[config.mk]
export PLATFORM = sky130hd
export DESIGN_NAME = rci_back
export DESIGN_NICKNAME = d
export VERILOG_FILES = /design/src/rtl/rci_pkg.sv /design/src/rtl/rci_back.sv
export SDC_FILE = /design/constraint.sdc
export NUM_CORES = 2
export LEC_CHECK = 0
export BUFFER_PORTS_ARGS = -buffer_cell sky130_fd_sc_hd__buf_2
export CELL_PAD_IN_SITES_DETAIL_PLACEMENT = 0
export CELL_PAD_IN_SITES_GLOBAL_PLACEMENT = 1
export CORE_MARGIN = 5
export CORE_UTILIZATION = 55
export CTS_CLUSTER_SIZE = 28
export DETAILED_ROUTE_END_ITERATION = 6
export GPL_ROUTABILITY_DRIVEN = 0
export PLACE_DENSITY_LB_ADDON = 0.3
export SLEW_MARGIN = 5
export SYNTH_ARGS = -nofsm -noshare
export SYNTH_HDL_FRONTEND = slang
export SYNTH_SLANG_ARGS = --single-unit
[constraint.sdc]
create_clock -name clk_i -period 23.1 [get_ports clk_i]
set_clock_uncertainty 0.1 [all_clocks]
set_input_delay 3.465 -clock clk_i [delete_from_list [all_inputs] [get_ports clk_i]]
set_output_delay 3.465 -clock clk_i [all_outputs]
set_load 0.02 [all_outputs]
[src/rtl/rci_pkg.sv]
// Shared types, constants and rounding and saturation helpers for the ray and circle intersection block.
package rci_pkg;

  typedef enum logic [1:0] {
    WHERE_INSIDE  = 2'd0,
    WHERE_OUTSIDE = 2'd1,
    WHERE_ON      = 2'd2
  } where_e;

  typedef enum logic [1:0] {
    CFG_RADIUS   = 2'd0,
    CFG_CENTER_X = 2'd1,
    CFG_CENTER_Y = 2'd2
  } cfg_idx_e;

  localparam logic [30:0] RadiusReset = 31'd65536;
  localparam int SqrtSteps = 31;
  localparam int RootW = 31;
  localparam int RadW = 2 * RootW;
  localparam int RemW = RootW + 3;

  typedef struct packed {
    logic signed [31:0] px;
    logic signed [31:0] py;
    logic signed [15:0] ux;
    logic signed [15:0] uy;
    logic signed [34:0] dot;
    logic               ok;
    where_e             where_is;
  } ctx_t;

  function automatic logic signed [34:0] round_q31(input logic signed [49:0] v);
    logic signed [49:0] s;
    s = v + 50'sd16384;
    return s[49:15];
  endfunction

  function automatic logic signed [36:0] round_pt(input logic signed [51:0] v);
    logic signed [51:0] s;
    s = v + 52'sd16384;
    return s[51:15];
  endfunction

  function automatic logic signed [31:0] sat32(input logic signed [37:0] v);
    if (v > 38'sd2147483647) begin
      return 32'sh7FFFFFFF;
    end else if (v < -38'sd2147483648) begin
      return 32'sh80000000;
    end
    return v[31:0];
  endfunction

endpackage

[src/rtl/rci_back.sv]
// Back pipeline: crossing selection, point products, rounding, saturation and output register.
module rci_back (
  input  logic                      clk_i,
  input  logic                      rst_ni,
  input  logic                      en_i,
  input  logic                      valid_i,
  input  rci_pkg::ctx_t             ctx_i,
  input  logic [rci_pkg::RootW-1:0] root_i,
  output logic                      valid_o,
  output logic                      hit_o,
  output logic [31:0]               hit_distance_o,
  output logic signed [31:0]        hit_x_o,
  output logic signed [31:0]        hit_y_o,
  output logic [1:0]                where_is_o
);

  logic [2:0] v_q;
  logic signed [35:0] tn, tf;
  logic signed [35:0] t1_q;
  logic hit1_q, hit2_q, hit3_q;
  logic signed [31:0] px1_q, py1_q, px2_q, py2_q;
  logic signed [15:0] ux1_q, uy1_q;
  rci_pkg::where_e wh1_q, wh2_q, wh3_q;
  logic signed [51:0] mx2_q, my2_q;
  logic [31:0] dist2_q, dist3_q;
  logic signed [31:0] hx3_q, hy3_q;
  logic signed [36:0] rx, ry;

  assign tn = {ctx_i.dot[34], ctx_i.dot} - {5'd0, root_i};
  assign tf = {ctx_i.dot[34], ctx_i.dot} + {5'd0, root_i};
  assign rx = rci_pkg::round_pt(mx2_q);
  assign ry = rci_pkg::round_pt(my2_q);

  always_ff @(posedge clk_i or negedge rst_ni) begin
    if (!rst_ni) begin
      v_q <= '0;
    end else if (en_i) begin
      v_q <= {v_q[1:0], valid_i};
    end
  end

  always_ff @(posedge clk_i) begin
    if (en_i) begin
      hit1_q <= ctx_i.ok && ((tn > 36'sd0) || (tf > 36'sd0));
      t1_q   <= (tn > 36'sd0) ? tn : tf;
      px1_q  <= ctx_i.px;
      py1_q  <= ctx_i.py;
      ux1_q  <= ctx_i.ux;
      uy1_q  <= ctx_i.uy;
      wh1_q  <= ctx_i.where_is;

      hit2_q  <= hit1_q;
      px2_q   <= px1_q;
      py2_q   <= py1_q;
      wh2_q   <= wh1_q;
      mx2_q   <= ux1_q * t1_q;
      my2_q   <= uy1_q * t1_q;
      dist2_q <= (t1_q[35:32] != 4'd0) ? 32'hFFFFFFFF : t1_q[31:0];

      hit3_q  <= hit2_q;
      wh3_q   <= wh2_q;
      dist3_q <= hit2_q ? dist2_q : 32'd0;
      hx3_q   <= hit2_q ? rci_pkg::sat32({{6{px2_q[31]}}, px2_q} + {rx[36], rx}) : 32'sd0;
      hy3_q   <= hit2_q ? rci_pkg::sat32({{6{py2_q[31]}}, py2_q} + {ry[36], ry}) : 32'sd0;
    end
  end

  assign valid_o        = v_q[2];
  assign hit_o          = hit3_q;
  assign hit_distance_o = dist3_q;
  assign hit_x_o        = hx3_q;
  assign hit_y_o        = hy3_q;
  assign where_is_o     = wh3_q;

endmodule

# --- After elaboration in Yosys (flattened, before gate mapping) ---
# Cells that the tools add are included.
# Widths: inputs -> output; s select.
totals:
  ff_bits: 440
  latch_bits: 0
  ramBits: 0
  mem_bits_ro: 0
  in_bits: 169
  out_inout_bits: 100
  elab_cells: 50
  memories: 0
op_classes:
  n_addsub: 6
  mul: 2
  div_mod_pow: 0
  magnitude_cmp: 6
  n_eq_ne: 0
  shift: 0
  muxes: 13
  bitwise: 0
  n_reduce_logical: 3
op_table:
  columns: ["operator", "count"]
  rows:
  - ["$mux 32", 6]
  - ["$add 52x16->52 const B", 2]
  - ["$mul 16x36->52", 2]
  - ["$add 32x37->38", 2]
  - ["$gt 38x32->1 const B", 2]
  - ["$lt 38x32->1 const B", 2]
  - ["$gt 36x1->1 const B", 2]
  - ["$add 35x32->36", 1]
  - ["$mux 36", 1]
  - ["$sub 35x32->36", 1]
  - ["$mux 1", 6]
  - ["$reduce_bool 4->1", 1]
  - ["$logic_and 1x1->1", 1]
  - ["$logic_or 1x1->1", 1]

# --- Longest topological paths before layout ---
logic_depth:
  ltp_word: 7
  depth_mapped: 27
  mapped_depth_nobuf: 26

# --- Least setup slack after synthesis ---
# Ideal clock, no wire load.
synth_path:
  kind: "reg-to-reg"
  start: "reg ux1_q[7]"
  end: "reg mx2_q[51] (data pin)"
  setup_ns: 0.264
  t_arrival_ns: 6.911
  required_ns: 22.736
  setup_slack_ns: 15.825
  path_stages_with_launch: 26
  n_path_buf: 2
  synth_period_minus_slack_ns: 7.275
  cell_sequence: "edfxtp_1 > clkbuf_1 > clkbuf_1 > nand2_1 > fa_1 > inv_1 > fa_1 > fa_1 > fa_1 > fa_1 > inv_1 > fa_1 > inv_1 > ha_1 > a21o_1 > a21oi_1 > o21ai_0 > a221oi_1 > nand3_1 > a41o_1 > a41o_1 > a221o_1 > a21o_1 > a311o_1 > a221oi_1 > xnor2_1"
synth_via:
  elab_chain_cells: 1
synth_lines:
  columns: ["element", "line_no", "rtl"]
  rows:
  - ["start: declaration", "rci_back.sv:22", "logic signed [15:0] ux1_q, uy1_q;"]
  - ["start signal: assignment", "rci_back.sv:48", "ux1_q <= ctx_i.ux;"]
  - ["$mul 16x36->52", "rci_back.sv:56", "mx2_q <= ux1_q * t1_q;"]
  - ["end signal: assignment", "rci_back.sv:56", null]
  - ["end: declaration", "rci_back.sv:24", "logic signed [51:0] mx2_q, my2_q;"]
# No other way between the ends.
# A chain may end at the register's enable or synchronous reset.

# --- Final worst setup path ---
layout_path:
  start: "reg ux1_q[8]"
  end: "reg mx2_q[51] (data pin)"
# Same word-level chain as after synthesis.

==> impl_metrics.py <==
metrics = {
    "placement": {
        "hpwl_um": 115000,
        "port_buffers": 268,
        "pre_cts_slack_ns": 14.77,
    },
    "layout": {
        "area.growth.synth_to_final_pct": 6.88,
        "layout-drive-gt1-share_pct": 7.01,
        "fin_util_pct": 59.3,
        "layout.nets": 8125,
    },
    "timing": {
        "holdWs_ns": 0.310,
        "maxSlewViolCount": 0,
        "rsz0062_at_grt": "no",
        "tightest_slew_ns": 1.20,
        "setup_violations": 0,
        "fin_tns_setup_ns": 0,
        "period_share_pct": 36.0,
        "worst_slack_ns": 14.79,
        "relSlewSlack_pct": 19.7,
        "hold_viol_final": 0,
        "fmax_mhz": 120,
        "layout_min_cycle_time_ns": 8.31,
    },
    "clock_tree": {
        "cts-resized-gates": 0,
        "clk_pin_slew_ns": 0.06,
        "holdBufCountCts": 0,
        "clockRootBuffer": "clkbuf_16",
        "cts_buffers": 48,
        "htreeDepth": 2,
        "clk_latency_ns": 0.62,
        "cts_tree": "done",
        "cts.path.max_buffers": 3,
        "cts_setup_buffers": 0,
        "clock-sinks": 412,
    },
    "die": {
        "row_count": 122,
        "dieHeight_um": 345,
        "fp.dieArea_um2": 119000,
        "start_util_pct": 55.5,
        "core_area_um2": 111000,
        "chipWidth_um": 345,
        "ios": 269,
    },
    "logic_synthesis": {
        "synth_area_leader_cell": "fa_1",
        "avgSynthCellArea_um2": 9.65,
        "yosys_warnings": 0,
        "synth.distinct_cells": 92,
        "synthArstFlopShare_pct": 0.728,
        "netlist_instances": 6396,
        "ys_ff_latch": 412,
        "synth_top_cell_area_share_pct": 35.2,
        "syn_area_um2": 61700,
        "yosysSeqAreaShare_pct": 20.0,
        "synth-edff-count": 409,
        "ys_top_cells_by_area": "fa_1 (35%), edfxtp_1 (20%), inv_1 (8.1%)",
        "synth_ff_type": "edfxtp_1",
        "syn-num-nets": 8027,
    },
    "grt": {
        "grt_max_degree": 97,
        "grt_use_total_pct": 26.0,
        "grt.overflow.total": 0,
        "antenna_found_initial": 1,
        "grt_pass1_wl_um": 246000,
        "grt_pass1_vias": 47438,
    },
    "drt": {
        "viasPerCell": 5.51,
        "drc": 2,
        "ant_nets": 0,
        "dr.pass1.iters": 7,
        "wl_per_cell_um": 18.7,
        "finalWirelength_um": 150000,
        "vias": 44186,
        "first_iter_violations": 2876,
    },
    "setup_path": {
        "cp-start-kind": "register",
        "worstReg2RegStart": "ux1_q[8]",
        "endpoint_kind": "register",
        "critical_path_required_ns": 23.34,
        "critPathKind": "reg -> reg",
        "worstPathArrival_ns": 8.55,
        "crit_start": "ux1_q[8]",
        "crit_fanout": 19,
    },
    "job": {
        "cap_viol_max_count": 0,
    },
    "min_path": {
        "min-delay-start": "px1_q[27]",
        "min-delay-path-class": "reg -> reg",
    },
    "status": {
        "status": "complete, but fails checks",
        "violations": "DRC",
    },
}
==> worst paths after layout <==
path	cells past startpoint	slack (ns)	endpoint
max in group asynchronous	1	20.28	v_q[2]
min reg2reg	0	0.31	px2_q[27]
min	0	0.31	px2_q[27]
min in group asynchronous	1	2.52	v_q[0]
max	24	14.79	mx2_q[51]
max reg2reg	24	14.79	mx2_q[51]
==> cell usage after synthesis, types with 8 or more instances <==
cell and instances:
a221o_1 8, a21oi_1 180, a31oi_1 23, and4_1 20, or3_1 13, o21a_1 39
a211o_1 12, and3_1 40, o21bai_1 17, ha_1 376, mux2i_1 36, edfxtp_1 409
nand2b_1 78, nand3_1 62, o21ai_1 8, o31ai_1 23, o21ai_0 160, a211oi_1 13
nor3_1 42, xor2_1 88, buf_1 9, nand2_1 761, nor4_1 14, nand4_1 41
nor2_1 227, clkbuf_1 274, a21o_1 104, nor2b_1 40, and2_1 498, o211ai_1 19
inv_1 1331, xnor2_1 183, fa_1 1086
==> routing by layer <==
layer	global-route usage, %	wire length (um)	part of all wire (%)	vias to the layer above
li1	-	-	-	20022
met1	33.7	59800	40	22396
met2	45.1	74800	50	1415
met3	3.73	9520	6.3	353
met4	9.10	5870	3.9	0
met5	0	0	0	-
==> metrics by stage <==
stage	cell area, um2	instances
6_report	66000	8023
5_1_grt	65900	8021
4_1_cts	65900	8021
3_5_place_dp	64300	7932
3_3_place_gp	64300	7931
2_1_floorplan	61700	6396
==> area by class of cell <==
class                           count  area (um2)
Clock inverter                     36         374
Antenna cell                        2        5.00
Timing Repair Buffer              343        1920
Inverter                         1334        5010
Multi-Input combinational cell   4355       43200
Tap cell                         1488        1860
Clock buffer                       53        1240
Fill cell                        9781       45200
Sequential cell                   412       12400
==> registers in the layout, summed over array words and instances (netlist names), 3 cells and up <==
name,flops
mx2_q,38
my2_q,38
t1_q,36
dist2_q,32
hit_distance_o,32
hit_x_o,32
hit_y_o,32
px1_q,32
px2_q,32
py1_q,32
py2_q,32
ux1_q,16
uy1_q,16
v_q,3
==> cells in the final DEF (no fill, tap or decap), drive strengths merged, types with 168 or more instances in the layout <==
| cell | Yosys | final |
|---|---|---|
| ha | 376 | 376 |
| a21oi | 181 | 181 |
| inv | 1332 | 1340 |
| fa | 1086 | 1086 |
| nor2 | 227 | 227 |
| nand2 | 761 | 761 |
| edfxtp | 409 | 409 |
| and2 | 499 | 499 |
| buf | 21 | 343 |
| xnor2 | 183 | 183 |
| o21ai | 168 | 168 |
==> cells by family (layout without fill, tap and decap cells) <==
group	after synthesis	after routing	share of synthesized area [%]
AO/OA/AOI/OAI	709	709	7.60
adder cells (fa/ha/maj)	1462	1462	42.9
flip-flops	412	412	20.0
multiplexers	42	42	0.700
XOR/XNOR	271	271	3.85
buffers and inverters	1629	1766	10.0
AND/OR/NAND/NOR	1871	1871	14.9
other	0	2	0
==> worst max-delay path, stage by stage (launching register included) <==
cell and delay [ns]:
edfxtp_1 0.94, buf_4 0.39, nand2_1 0.11, fa_1 0.50, inv_1 0.05, fa_1 0.48
fa_1 0.56, fa_1 0.44, fa_1 0.49, inv_1 0.05, fa_1 0.54, inv_1 0.06
ha_1 0.33, a21o_1 0.20, a21oi_1 0.13, o21ai_0 0.11, a221oi_1 0.32, nand3_1 0.16
a41o_1 0.35, a41o_1 0.30, a221o_1 0.38, a21o_1 0.22, a311o_1 0.38, a221oi_1 0.33
xnor2_1 0.09
Power is left out: the tool's default activity adds up to more than one toggle a clock period on the data nets, which glitch-free logic cannot reach.
